<file path="src/rtl/core/furl_pkg.sv">
// ----------------------------------------------------------------------------
// furl_pkg
// shared types and constants of the upload rate limiter
// ----------------------------------------------------------------------------
package furl_pkg;

  localparam int unsigned QueueDepthDef = 16;
  localparam int unsigned WriterBitsDef = 8;

  localparam int unsigned RateW   = 24;
  localparam int unsigned BytesW  = 16;
  localparam int unsigned MsW     = 16;
  localparam int unsigned CreditW = 32;
  localparam int unsigned IdW     = 8;
  localparam int unsigned RemW    = 5;

  localparam logic [1:0] FUNC_REQ  = 2'd0;
  localparam logic [1:0] FUNC_TICK = 2'd1;
  localparam logic [1:0] FUNC_KILL = 2'd2;

  localparam logic [1:0] KIND_DECISION = 2'd0;
  localparam logic [1:0] KIND_GRANT    = 2'd1;
  localparam logic [1:0] KIND_IDLE     = 2'd2;
  localparam logic [1:0] KIND_KILL_ACK = 2'd3;

  typedef struct packed {
    logic [1:0]        func;
    logic [IdW-1:0]    writer_id;
    logic [BytesW-1:0] packet_bytes;
    logic [MsW-1:0]    elapsed_ms;
  } in_item_t;

  typedef struct packed {
    logic [1:0]        kind;
    logic [IdW-1:0]    grant_writer;
    logic [BytesW-1:0] grant_bytes;
    logic              passed;
    logic              queue_full;
    logic [RemW-1:0]   removed_count;
    logic              last;
  } out_item_t;

  // command from the controller to every cell of the row
  typedef struct packed {
    logic push;    // write the tail slot
    logic pop;     // all cells take their right neighbor
    logic trim;    // head slot loses bytes
    logic kill;    // compaction step: selected cells take their right neighbor
  } cell_cmd_t;

endpackage

</file>
<file path="src/rtl/core/furl_if.sv">
// ----------------------------------------------------------------------------
// furl_if
// valid/ready channel carrying one word of payload type
// ----------------------------------------------------------------------------
interface furl_if #(
  parameter type payload_t = logic
);
  logic     valid;
  logic     ready;
  payload_t data;

  modport source (output valid, output data, input ready);
  modport sink (input valid, input data, output ready);
endinterface

</file>
<file path="src/rtl/core/fifo_upload_rate_limiter.sv">
// ----------------------------------------------------------------------------
// fifo_upload_rate_limiter
// token-bucket byte shaper with a queue of pending sends
// ----------------------------------------------------------------------------
// Channels: in_if carries func, writer_id, packet_bytes, elapsed_ms; out_if
// carries kind, grant_writer, grant_bytes, passed, queue_full,
// removed_count, last. cfg_if writes the 24-bit rate; write it only while
// the block is idle. One item is worked at a time.
// A send request passes through the output state, which registers its
// decision. A tick works out the credit in the states MUL (operand wait),
// DIV and DIV2 (two half-width multiplies by the reciprocal of 1000) and
// FIX (the correction), then gives one grant per cycle while the receiver
// takes them. A tick on an empty queue gives an idle word from MUL. A kill
// walks the queued cells once, one per cycle, then gives its acknowledge.
// The row of cells shifts toward the head on each full grant, so the head
// is always cell 0. Reset empties the queue and clears the leftover credit
// and the rate. When the receiver stalls, the result waits in the output
// register and the sequencer holds; the next input is taken once the item
// is done and its result word has been taken.
// ----------------------------------------------------------------------------
module fifo_upload_rate_limiter #(
  parameter int unsigned QueueDepth = furl_pkg::QueueDepthDef,
  parameter int unsigned WriterBits = furl_pkg::WriterBitsDef
) (
  input logic clk_i,
  input logic rst_ni,
  furl_if.sink   in_if,
  furl_if.sink   cfg_if,
  furl_if.source out_if
);
  import furl_pkg::*;

  localparam int unsigned CntW = $clog2(QueueDepth + 1);
  localparam int unsigned IdxW = (QueueDepth > 1) ? $clog2(QueueDepth) : 1;

  // floor(2^40 / 1000): the quotient comes out exact or one low
  localparam logic [30:0] RecipK = 31'd1099511627;

  localparam logic [2:0] ST_IDLE = 3'd0;
  localparam logic [2:0] ST_MUL  = 3'd1;
  localparam logic [2:0] ST_DIV  = 3'd2;
  localparam logic [2:0] ST_FIX  = 3'd3;
  localparam logic [2:0] ST_GR   = 3'd4;
  localparam logic [2:0] ST_KILL = 3'd5;
  localparam logic [2:0] ST_OUT  = 3'd6;
  localparam logic [2:0] ST_DIV2 = 3'd7;

  logic [2:0]         st_q, st_d;
  logic [RateW-1:0]   rate_q;
  logic [CntW-1:0]    cnt_q, cnt_d;
  logic [CreditW-1:0] left_q, left_d;
  logic [CreditW-1:0] credit_q, credit_d;
  in_item_t           it_q;
  logic [39:0]        prod_q;
  logic [39:0]        quot_q, quot_d;
  logic [CntW-1:0]    kidx_q, kidx_d;   // kill scan position
  logic [CntW-1:0]    kw_q, kw_d;       // kill write position
  logic [RemW-1:0]    krem_q, krem_d;
  logic               ngr_q, ngr_d;     // any grant given in this tick
  out_item_t          ob_q, ob_d;
  logic               ov_q, ov_d;

  cell_cmd_t            cmd;
  logic [WriterBits-1:0] cw [QueueDepth];
  logic [BytesW-1:0]     cb [QueueDepth];
  logic [WriterBits-1:0] in_wr;
  logic [BytesW-1:0]     trim_amt;
  logic [QueueDepth-1:0] ksel;

  assign in_wr = it_q.writer_id[WriterBits-1:0];

  // the row of cells
  for (genvar g = 0; g < QueueDepth; g++) begin : g_cell
    logic [WriterBits-1:0] nbw;
    logic [BytesW-1:0]     nbb;
    if (g == QueueDepth - 1) begin : g_end
      assign nbw = cw[g];
      assign nbb = cb[g];
    end else begin : g_mid
      assign nbw = cw[g+1];
      assign nbb = cb[g+1];
    end
    // compaction: cells from the write position up shift once per hit
    assign ksel[g] = (CntW'(g) >= kw_q);
    furl_cell #(.WriterBits(WriterBits)) u_cell (
      .clk_i, .rst_ni, .cmd_i(cmd),
      .is_tail_i(cnt_q == CntW'(g)),
      .is_head_i(g == 0),
      .kill_sel_i(ksel[g]),
      .push_writer_i(in_wr),
      .push_bytes_i(it_q.packet_bytes),
      .trim_bytes_i(trim_amt),
      .nb_writer_i(nbw),
      .nb_bytes_i(nbb),
      .writer_o(cw[g]),
      .bytes_o(cb[g])
    );
  end

  // kill compares the cell at the write position; after a hit the
  // remaining cells move down so the same position is tested again
  logic [IdxW-1:0] kw_idx;
  logic            khit;
  assign kw_idx = kw_q[IdxW-1:0];
  assign khit   = (cw[kw_idx] == in_wr);

  logic [CreditW-1:0] need32;
  logic [CreditW:0]   sum;
  logic [39:0]        rem;
  logic [39:0]        quot_fix;
  assign need32 = CreditW'(cb[0]);
  assign trim_amt = credit_q[BytesW-1:0];
  assign rem = prod_q - quot_q * 40'd1000;
  assign quot_fix = (rem >= 40'd1000) ? quot_q + 40'd1 : quot_q;

  assign in_if.ready  = (st_q == ST_IDLE) && !ov_q;
  assign cfg_if.ready = 1'b1;
  assign out_if.valid = ov_q;
  assign out_if.data  = ob_q;

  always_comb begin
    st_d     = st_q;
    cnt_d    = cnt_q;
    left_d   = left_q;
    credit_d = credit_q;
    quot_d   = quot_q;
    kidx_d   = kidx_q;
    kw_d     = kw_q;
    krem_d   = krem_q;
    ngr_d    = ngr_q;
    ob_d     = ob_q;
    ov_d     = ov_q && !out_if.ready;
    cmd      = '0;
    sum      = '0;
    case (st_q)
      ST_IDLE: begin
        if (in_if.valid && in_if.ready) begin
          case (in_if.data.func)
            FUNC_REQ:  st_d = ST_OUT;
            FUNC_TICK: st_d = ST_MUL;
            FUNC_KILL: begin
              st_d = ST_KILL;
              kidx_d = '0;
              kw_d = '0;
              krem_d = '0;
            end
            default: st_d = ST_IDLE;
          endcase
        end
      end
      ST_OUT: begin
        ob_d = '0;
        ob_d.kind = KIND_DECISION;
        ob_d.grant_writer = IdW'(in_wr);
        ob_d.last = 1'b1;
        if (rate_q == '0) begin
          ob_d.grant_bytes = it_q.packet_bytes;
          ob_d.passed = 1'b1;
        end else if (cnt_q < CntW'(QueueDepth)) begin
          cmd.push = 1'b1;
          cnt_d = cnt_q + 1'b1;
        end else begin
          ob_d.queue_full = 1'b1;
        end
        ov_d = 1'b1;
        st_d = ST_IDLE;
      end
      ST_MUL: begin
        if (cnt_q == '0) begin
          ob_d = '0;
          ob_d.kind = KIND_IDLE;
          ob_d.last = 1'b1;
          ov_d = 1'b1;
          st_d = ST_IDLE;
        end else begin
          st_d = ST_DIV;
        end
      end
      ST_DIV: begin
        // low half of the product times the reciprocal, scaled by 2^-20
        quot_d = 40'((51'(prod_q[19:0]) * 51'(RecipK)) >> 20);
        st_d = ST_DIV2;
      end
      ST_DIV2: begin
        // high half joins the low partial, estimate fixed in the next cycle
        quot_d = 40'((52'(prod_q[39:20]) * 52'(RecipK) + 52'(quot_q)) >> 20);
        st_d = ST_FIX;
      end
      ST_FIX: begin
        sum = (CreditW+1)'(quot_fix) + (CreditW+1)'(left_q);
        if (quot_fix > 40'hFFFF_FFFF || sum[CreditW])
          credit_d = '1;
        else
          credit_d = sum[CreditW-1:0];
        ngr_d = 1'b0;
        st_d = ST_GR;
      end
      ST_GR: begin
        if (!ov_q || out_if.ready) begin
          if (cnt_q == '0 || credit_q == '0) begin
            left_d = credit_q;
            if (!ngr_q) begin
              ob_d = '0;
              ob_d.kind = KIND_IDLE;
              ob_d.last = 1'b1;
              ov_d = 1'b1;
            end
            st_d = ST_IDLE;
          end else begin
            ob_d = '0;
            ob_d.kind = KIND_GRANT;
            ob_d.grant_writer = IdW'(cw[0]);
            ngr_d = 1'b1;
            if (need32 <= credit_q) begin
              ob_d.grant_bytes = cb[0];
              credit_d = credit_q - need32;
              cmd.pop = 1'b1;
              cnt_d = cnt_q - 1'b1;
              ob_d.last = (cnt_q == CntW'(1)) || (credit_q == need32);
            end else begin
              ob_d.grant_bytes = trim_amt;
              cmd.trim = 1'b1;
              credit_d = '0;
              ob_d.last = 1'b1;
            end
            ov_d = 1'b1;
          end
        end
      end
      ST_KILL: begin
        if (kidx_q == cnt_q) begin
          if (!ov_q || out_if.ready) begin
            cnt_d = kw_q;
            ob_d = '0;
            ob_d.kind = KIND_KILL_ACK;
            ob_d.grant_writer = IdW'(in_wr);
            ob_d.removed_count = krem_q;
            ob_d.last = 1'b1;
            ov_d = 1'b1;
            st_d = ST_IDLE;
          end
        end else begin
          kidx_d = kidx_q + 1'b1;
          if (khit) begin
            cmd.kill = 1'b1;
            krem_d = krem_q + 1'b1;
          end else begin
            kw_d = kw_q + 1'b1;
          end
        end
      end
      default: st_d = ST_IDLE;
    endcase
  end

  always_ff @(posedge clk_i or negedge rst_ni) begin
    if (!rst_ni) begin
      st_q   <= ST_IDLE;
      cnt_q  <= '0;
      left_q <= '0;
      rate_q <= '0;
      ov_q   <= 1'b0;
      kidx_q <= '0;
      kw_q   <= '0;
      krem_q <= '0;
      ngr_q  <= 1'b0;
    end else begin
      st_q   <= st_d;
      cnt_q  <= cnt_d;
      left_q <= left_d;
      ov_q   <= ov_d;
      kidx_q <= kidx_d;
      kw_q   <= kw_d;
      krem_q <= krem_d;
      ngr_q  <= ngr_d;
      if (cfg_if.valid) begin
        rate_q <= cfg_if.data;
      end
    end
  end

  always_ff @(posedge clk_i) begin
    if (in_if.valid && in_if.ready) begin
      it_q <= in_if.data;
    end
    prod_q   <= 40'(it_q.elapsed_ms) * 40'(rate_q);
    quot_q   <= quot_d;
    credit_q <= credit_d;
    ob_q     <= ob_d;
  end

  assert property (@(posedge clk_i) disable iff (!rst_ni) cnt_q <= CntW'(QueueDepth))
    else $error("queue count beyond depth");
  assert property (@(posedge clk_i) disable iff (!rst_ni)
    (st_q == ST_FIX) |-> (rem < 40'd2000))
    else $error("reciprocal quotient off by more than one");
  assert property (@(posedge clk_i) disable iff (!rst_ni)
    in_if.ready |-> !ov_q)
    else $error("input taken while result pending");
  assert property (@(posedge clk_i) disable iff (!rst_ni)
    (cmd.push || cmd.kill) |-> !cmd.pop)
    else $error("conflicting cell commands");
endmodule

</file>
<file path="src/rtl/core/furl_cell.sv">
// ----------------------------------------------------------------------------
// furl_cell
// one queue slot: holds a writer and its remaining bytes, shifts left
// ----------------------------------------------------------------------------
module furl_cell #(
  parameter int unsigned WriterBits = furl_pkg::WriterBitsDef
) (
  input  logic                       clk_i,
  input  logic                       rst_ni,
  input  furl_pkg::cell_cmd_t        cmd_i,
  input  logic                       is_tail_i,   // this slot is the push target
  input  logic                       is_head_i,
  input  logic                       kill_sel_i,  // compaction step shifts this slot
  input  logic [WriterBits-1:0]      push_writer_i,
  input  logic [furl_pkg::BytesW-1:0] push_bytes_i,
  input  logic [furl_pkg::BytesW-1:0] trim_bytes_i,
  input  logic [WriterBits-1:0]      nb_writer_i,
  input  logic [furl_pkg::BytesW-1:0] nb_bytes_i,
  output logic [WriterBits-1:0]      writer_o,
  output logic [furl_pkg::BytesW-1:0] bytes_o
);
  import furl_pkg::*;

  logic [WriterBits-1:0] writer_q, writer_d;
  logic [BytesW-1:0]     bytes_q, bytes_d;

  always_comb begin
    writer_d = writer_q;
    bytes_d  = bytes_q;
    if (cmd_i.push && is_tail_i) begin
      writer_d = push_writer_i;
      bytes_d  = push_bytes_i;
    end else if (cmd_i.pop || (cmd_i.kill && kill_sel_i)) begin
      writer_d = nb_writer_i;
      bytes_d  = nb_bytes_i;
    end else if (cmd_i.trim && is_head_i) begin
      bytes_d = bytes_q - trim_bytes_i;
    end
  end

  always_ff @(posedge clk_i or negedge rst_ni) begin
    if (!rst_ni) begin
      writer_q <= '0;
      bytes_q  <= '0;
    end else begin
      writer_q <= writer_d;
      bytes_q  <= bytes_d;
    end
  end

  assign writer_o = writer_q;
  assign bytes_o  = bytes_q;
endmodule

</file>
<file path="src/flat_wrapper.sv">
// flat-port wrapper written by rule: the top's interface ports become plain ports
module fifo_upload_rate_limiter_flat import furl_pkg::*;
#(
  parameter int unsigned QueueDepth = furl_pkg::QueueDepthDef,
  parameter int unsigned WriterBits = furl_pkg::WriterBitsDef
)
  (clk_i, rst_ni, in_if_valid, in_if_data, in_if_ready, cfg_if_valid, cfg_if_data, cfg_if_ready, out_if_valid, out_if_data, out_if_ready);
  furl_if #(.payload_t(in_item_t)) in_if_i ();
  furl_if #(.payload_t(logic [23:0])) cfg_if_i ();
  furl_if #(.payload_t(out_item_t)) out_if_i ();
  input logic clk_i;
  input logic rst_ni;
  input wire logic [$bits(in_if_i.valid)-1:0] in_if_valid;
  input wire logic [$bits(in_if_i.data)-1:0] in_if_data;
  output wire logic [$bits(in_if_i.ready)-1:0] in_if_ready;
  input wire logic [$bits(cfg_if_i.valid)-1:0] cfg_if_valid;
  input wire logic [$bits(cfg_if_i.data)-1:0] cfg_if_data;
  output wire logic [$bits(cfg_if_i.ready)-1:0] cfg_if_ready;
  output wire logic [$bits(out_if_i.valid)-1:0] out_if_valid;
  output wire logic [$bits(out_if_i.data)-1:0] out_if_data;
  input wire logic [$bits(out_if_i.ready)-1:0] out_if_ready;
  assign in_if_i.valid = in_if_valid;
  assign in_if_i.data = in_if_data;
  assign in_if_ready = in_if_i.ready;
  assign cfg_if_i.valid = cfg_if_valid;
  assign cfg_if_i.data = cfg_if_data;
  assign cfg_if_ready = cfg_if_i.ready;
  assign out_if_valid = out_if_i.valid;
  assign out_if_data = out_if_i.data;
  assign out_if_i.ready = out_if_ready;
  fifo_upload_rate_limiter #(.QueueDepth(QueueDepth), .WriterBits(WriterBits)) u_core (.clk_i(clk_i), .rst_ni(rst_ni), .in_if(in_if_i), .cfg_if(cfg_if_i), .out_if(out_if_i));
endmodule
</file>
<file path="config.mk">
export PLATFORM = sky130hd
export DESIGN_NAME = fifo_upload_rate_limiter_flat
export DESIGN_NICKNAME = d
export VERILOG_FILES = /design/src/rtl/core/furl_pkg.sv /design/src/rtl/core/furl_if.sv /design/src/rtl/core/fifo_upload_rate_limiter.sv /design/src/rtl/core/furl_cell.sv /design/src/flat_wrapper.sv
export SDC_FILE = /design/constraint.sdc
export NUM_CORES = 2
export LEC_CHECK = 0
export BUFFER_PORTS_ARGS = -buffer_cell sky130_fd_sc_hd__buf_2
export CAP_MARGIN = 5
export CORE_ASPECT_RATIO = 0.5
export CORE_MARGIN = 2
export CORE_UTILIZATION = 55
export DETAILED_ROUTE_END_ITERATION = 8
export HOLD_SLACK_MARGIN = 0.05
export PLACE_DENSITY = 0.74
export RECOVER_POWER = 100
export SYNTH_ARGS = -nofsm -noshare
export SYNTH_HDL_FRONTEND = slang
export SYNTH_HIERARCHICAL = 1
export SYNTH_SLANG_ARGS = --single-unit
</file>
<file path="constraint.sdc">
create_clock -name clk_i -period 12.2 [get_ports clk_i]
set_clock_uncertainty 0.05 [all_clocks]
set_input_delay 2.44 -clock clk_i [delete_from_list [all_inputs] [get_ports clk_i]]
set_output_delay 2.44 -clock clk_i [all_outputs]
set_load 0.005 [all_outputs]
</file>
-- After elaboration in Yosys (flattened, before gate mapping)
Index checks and enable logic that the tools add are counted.
- equal/unequal tests: 42
- add/subtract/negate cells: 11
- reductions and logical operators: 89
- bitwise logic cells: 1
- multiplexer cells: 130
- multiply operators: 4
- $lt $le $gt $ge: 20
- operators with widths (cell ; number):
    2-to-1 mux 16 bit ; 32
    2-to-1 mux 8 bit ; 32
    2-to-1 mux 34 bit ; 6
    case mux 34 bit (4 select lines) ; 1
    2-to-1 mux 32 bit ; 4
    multiplier 20 x 31 -> 51 bit, second input constant ; 2
    case mux 40 bit (2 select lines) ; 1
    2-to-1 mux 5 bit ; 14
    case mux 32 bit (2 select lines) ; 1
    adder 51 x 40 -> 52 bit ; 1
    adder 40 x 1 -> 40 bit, second input constant ; 1
    == test 5 x 4 -> 1 bit, second input constant ; 8
    >= comparator 40 x 10 -> 1 bit, second input constant ; 1
    > comparator 40 x 32 -> 1 bit, second input constant ; 1
    multiplier 16 x 24 -> 40 bit ; 1
    multiplier 40 x 7 -> 37 bit, second input constant ; 1
    2-to-1 mux 40 bit ; 1
    subtractor 40 bit ; 1
    nonzero test 2 bit ; 18
    >= comparator 4 x 5 -> 1 bit, first input constant ; 7
    logical AND 1 bit ; 34
    adder 33 x 32 -> 33 bit ; 1
    binary-select mux 8 bit (select 4 bit) ; 1
    == test 32 x 16 -> 1 bit ; 1
    48 further kinds ; 126
- bits in registers: 651
- input port bits: 71
- output and inout port bits: 37
- word-level logic and storage cells: 351

-- Logic depth before layout (Yosys ltp)
- word-level depth: 12
- depth in mapped cells: 50

-- By module
The synthesis kept the hierarchy.
- by module, submodules not included (module ; seq. area each (µm²) ; cells each ; area each (µm²) ; instances):
    fifo_upload_rate_limiter ; 6941.7 ; 5329 ; 51722.1 ; 1
    furl_cell (u_core.g_cell[0].u_cell ...) ; 600.6 ; 273 ; 2052.0 ; 11
    furl_cell (u_core.g_cell[5].u_cell ...) ; 600.6 ; 268 ; 2100.8 ; 5

-- Least setup slack after synthesis
Ideal clock, no wire load.
- path kind: register to register
- start point: register u_core.quot_q[7]
- end point: register u_core.credit_q[6], data pin
- path buffers: 2
- data arrival time: 11.270 ns
- required time: 11.891 ns
- clock period less this slack: 11.579 ns
- stages on the path, launching flop included: 46
- path slack: 0.621 ns
- cells stage by stage: edfxtp_1 inv_1 fa_1 fa_1 fa_1 fa_1 inv_1 ha_1 or3_1 o221ai_1 nor2_1 a221oi_1 a21oi_1 o31ai_1 a211oi_1 o31ai_1 o21bai_1 a21oi_1 [10 not listed] and4_4 nand4_4 and4_4 buf_6 xnor2_1 ha_1 a21o_1 a21oi_1 o21ai_0 a31oi_1 a31oi_1 o41a_1 a211o_1 a21oi_1 o21bai_1 a311o_1 clkbuf_1 o31a_1
- cells in the longest elaborated chain, start to end: 8
- elaborated cells on any way between the ends: 10
- classes of those cells: add/sub (3); mul (1); order compare (2); mux (3); reduce/logical (1)
- RTL lines (element ; RTL line ; source):
    from (decl) ; fifo_upload_rate_limiter.sv:55 ; logic [39:0] quot_q, quot_d;
    from (signal assigned) ; fifo_upload_rate_limiter.sv:287 ; quot_q <= quot_d;
    multiplier 40 x 7 -> 37 bit ; fifo_upload_rate_limiter.sv:113 ; assign rem = prod_q - quot_q * 40'd1000;
    subtractor 40 bit ; fifo_upload_rate_limiter.sv:113 ;
    >= comparator 40 x 10 -> 1 bit ; fifo_upload_rate_limiter.sv:114 ; assign quot_fix = (rem >= 40'd1000) ? quot_q + 40'd1 : quot_q;
    2-to-1 mux 40 bit (*) ; fifo_upload_rate_limiter.sv:114 ;
    adder 33 x 32 -> 33 bit / > comparator 40 x 32 -> 1 bit (equally long branches) ; fifo_upload_rate_limiter.sv:190, fifo_upload_rate_limiter.sv:191 ;
    logical OR 1 bit ; fifo_upload_rate_limiter.sv:191 ; if (quot_fix > 40'hFFFF_FFFF || sum[CreditW])
    2-to-1 mux 32 bit (*) ; fifo_upload_rate_limiter.sv:191 ;
    case mux 32 bit (2 select lines) (*) ; fifo_upload_rate_limiter.sv:135 ; case (st_q)
    net u_core.credit_d[6] ; fifo_upload_rate_limiter.sv:52 ; logic [CreditW-1:0] credit_q, credit_d;
    to (signal assigned) ; fifo_upload_rate_limiter.sv:288 ; credit_q <= credit_d;
    to (decl) ; fifo_upload_rate_limiter.sv:52 ;
Mark *: on every way through the listed nets, which the timed path passes. The rest lies on a longest branch.
A chain may end at the register's enable or synchronous reset.

-- Worst setup path after layout
- start point: register u_core.quot_q[13]
- end point: register u_core.credit_q[7], data pin
The elaborated chain is that of the path after synthesis.

==> flow_results.org <==
** Finish
- The library cell used most frequently in the layout, excluding fill and tap cells, is inv_1.
- After the flow finishes, the layout carries non-filler instances totaling 11.9k.
- Most frequent cells in the layout :: 1355 x inv_1, 1122 x nand2_1, 1019 x ha_1, 836 x fa_1, 541 x a21oi_1
- Across the whole layout, storage elements account for 16600 um2.
- In the final design database the tool counted 11.7k nets.
- The filler cells instantiated in the layout total 13.4k.
- From synthesis to final layout, the design area changed by 7.45%.
- Summing all multi-input logic gate instances after layout gives 62100 um2.
- Layout cell share with drive strength beyond 1 :: 7.13%

** Timing
- Setup violations, final :: 0
- PnR worst setup slack :: 0.431 ns
- Fin crit share :: between 90 and 100%
- WHS :: approximately 0.46 ns
- Total negative slack for setup checks :: 0 ns
- Endpoints failing hold :: 0
- For this run, the top clock speed supported by timing is 0.0850 GHz.
- Total count of max-transition violations in the final report :: 1014
- Final period demand of the worst path :: ~12 ns
- Headroom to the max-slew limit came out at -305%.
- Setup repair after global routing could not meet its margin everywhere.
- Slew at the pin with the worst max-slew slack :: 6.07 ns

** Setup path
- Arrival time reported for the critical path endpoint :: 12.16 ns
- Type of the worst setup path :: flip-flop to flip-flop
- Endpoint class of the critical path :: flip-flop
- Kind of start point of the critical path :: flip-flop
- Delay contributed by the slowest stage of the critical path :: 0.64 ns
- Cell type of the slowest stage on the worst timing path :: or4b_2
- Largest fanout on the critical path :: 32
- Worst endpoint required time :: 12.59 ns

** Routing
- Routed wire length :: 263 mm
- WL/cell :: 22.1 um
- Using the TritonRoute via totals, the vias-per-cell ratio works out to 6.08.
- Post-route antenna net violation count :: 0
- DR vias :: 72.5k
- For this run, design rule violations remaining after detail routing come to 0.
- The first routing iteration left 6899 violations.
- The first detailed-routing pass took 6 iterations.

** Yosys
- Unique cell type count in the Yosys netlist :: 101
- The portion of synthesized area spent on multiplexers is roughly 2.4%.
- During synthesis, Yosys emitted a total of 6 warnings.
- Sequential elements use 19.5% of the synthesized area.
- Synthesized-area fraction occupied by ao, oa, aoi and oai cells :: 16.9%
- The synthesized design spends more area on one cell type than any other, namely fa_1.
- The synthesized netlist devotes 15.1% of its cell area to simple gates.
- Main combinational cell family by area after synthesis :: adder cells
- The top cell type by area accounts for between 10% and 20% of the synthesized area.
- Synth Area in Adders :: 34.8%
- Counting every instance in the synthesized netlist gives around 9.7k.
- EDFF count, synth :: 137
- A synthesized cell averages 8.77 um2.
- Top FF cell, synth :: dfrtp_1
- Top cells by area in the synthesized netlist :: fa_1 20%, ha_1 15%, dfrtp_1 14%, inv_1 6.0%, nand2_1 5.0%
- After synthesis the cells add up to about 85000 um2.
- After synthesis the netlist holds a flip-flop and latch count of 642.
- Xor-xnor portion of the synthesized cell area :: roughly 3.7%
- Fraction of synthesis flops using an asynchronous set or reset pin :: 72.4%

** Job
- Max-cap violations in this run came to 28.

** GRT
- Global-route total usage across every layer :: 33.4%
- Via count of the first global-routing pass :: 71.9k
- First-pass GRT wire length :: just over 400 mm
- Largest net degree at the start of global routing :: 161
- Global-route congestion overflow total :: 0
- The number of antenna violations at the first check in global routing is 12.

** Floorplanning
- Height of the chip :: 282 um
- Number of rows created at floorplan :: 101
- Die Span X :: around 560 um
- Die footprint :: 158000 um2
- Area inside the core boundary :: 152000 um2
- IO Count :: 108
- The initial utilization of the core area, before any placement, comes to 55.6%.

** Placement
- Number of buffers inserted by port buffering :: 106
- HPWL after detailed placement :: 196 mm
- Counting tap cells, the placed design contains a total of 11.8k instances.
- Global placer's final weighted congestion :: 0.994
- Timing analysis after detailed placement gives a worst setup slack of -0.163 ns.

** CTS
- In this run the number of H-tree levels came out at 3.
- Maximum root-to-sink buffer count :: 3
- In this run the clock root is driven by a clkbuf_16.
- Buffers inserted during clock tree synthesis total 72.
- Number of clock sinks :: approximately 640
- Clock-pin slew was measured on the worst setup and hold paths at roughly 0.070 ns.
- CTS tree :: done
- For the worst-skew pair, the clock arrives at the later sink with an insertion delay of approximately 0.70 ns.

** Outcome
- Status :: complete, but fails checks
- Violations in the final reports :: capacitance limit, slew limit

** Hold path
- In this run the worst hold path is classified as flip-flop to flip-flop.
final timing paths:
check	startpoint	to	slack, ns	cells after the start
max reg2reg	u_core/quot_q[13]$_DFFE_PP_	u_core/credit_q[7]$_DFFE_PP_	0.43	49
max	u_core/quot_q[13]$_DFFE_PP_	u_core/credit_q[7]$_DFFE_PP_	0.43	49
min in group asynchronous	rst_ni	u_core/g_cell[14].u_cell/writer_o[6]$_DFFE_PN0P_	3.97	1
min reg2reg	u_core/left_q[28]$_DFFE_PN0P_	u_core/left_q[28]$_DFFE_PN0P_	0.46	1
min	u_core/left_q[28]$_DFFE_PN0P_	u_core/left_q[28]$_DFFE_PN0P_	0.46	1
max in group asynchronous	rst_ni	u_core/rate_q[15]$_DFFE_PN0P_	1.59	3
through the flow:
step                      util, %  cell area, um2
after floorplan                 -           84900
after global placement       58.2           88700
after detailed placement     58.2           88700
after CTS                    59.8           91200
after global routing         59.8           91100
final                        59.8           91100
critical path: cells and delay by family (launching register included):
kind,cells,cell delay [ns]
fa+ha+maj,7,2.98
xor+xnor,2,0.29
compound gates,23,4.53
buf+inv,7,0.93
flops,1,0.39
simple gates,10,2.34
repair_timing:
item                       CTS  global route
setup endpoints to repair   32            32
pin swaps                    0            31
buffers inserted             0            10
hold buffers                 0             0
resized for setup            8            44
layer usage:
layer,wire length [um],up-vias,GRT usage [%]
met4,11200,14,12.8
li1,-,33180,-
met2,115000,3405,52.1
met1,110000,35281,45.6
met3,27300,642,7.32
met5,101,-,0
flip-flops by register name, indices dropped and copies added (netlist names), 8 cells and up:
register                       cells
u_core/rate_q                     24
u_core/g_cell.u_cell/bytes_o     256
u_core/left_q                     32
u_core/out_if.data                34
u_core/g_cell.u_cell/writer_o    128
u_core/it_q                       32
u_core/prod_q                     40
u_core/quot_q                     31
u_core/credit_q                   32
u_core/in_wr                       8
logic make-up (layout without fill, tap and decap cells):
kind of cell	count (synthesis)	count (layout)
AO/OA/AOI/OAI	2237	2237
XOR/XNOR	356	356
adder cells (fa/ha/maj)	1856	1856
buffers and inverters	1705	1859
flip-flops	642	642
multiplexers	159	159
other	2	36
AND/OR/NAND/NOR	2715	2715
synthesized netlist by cell type (37+ instances only):
master,count
xor2_1,138
buf_1,41
or3_1,40
nand2b_1,65
dfxtp_1,40
and2_1,173
a31oi_1,220
and3_1,93
edfxtp_1,137
nand4_1,53
ha_1,1020
nand2_1,1122
nor2b_1,90
o211ai_1,73
o31ai_1,38
o21ai_0,464
o31a_1,37
inv_1,1363
nor2_1,480
fa_1,836
o21a_1,111
a21oi_1,553
a21o_1,138
dfrtp_1,465
clkbuf_1,275
xnor2_1,218
mux2i_1,72
mux2_2,58
nor3_1,179
o21bai_1,50
nand3_1,245
a211oi_1,108
o21ai_1,147
area by class of cell:
type	count	share of cell area [%]
Clock inverter	42	0.607
Multi-Input combinational cell	7356	68.1
Antenna cell	3	0.00824
Timing Repair Buffer	361	2.54
Sequential cell	642	18.2
Inverter	1365	5.62
Clock buffer	91	2.11
Tap cell	2060	2.83
Power is left out: the tool's default activity adds up to more than one toggle a clock period on the data nets, which glitch-free logic cannot reach.
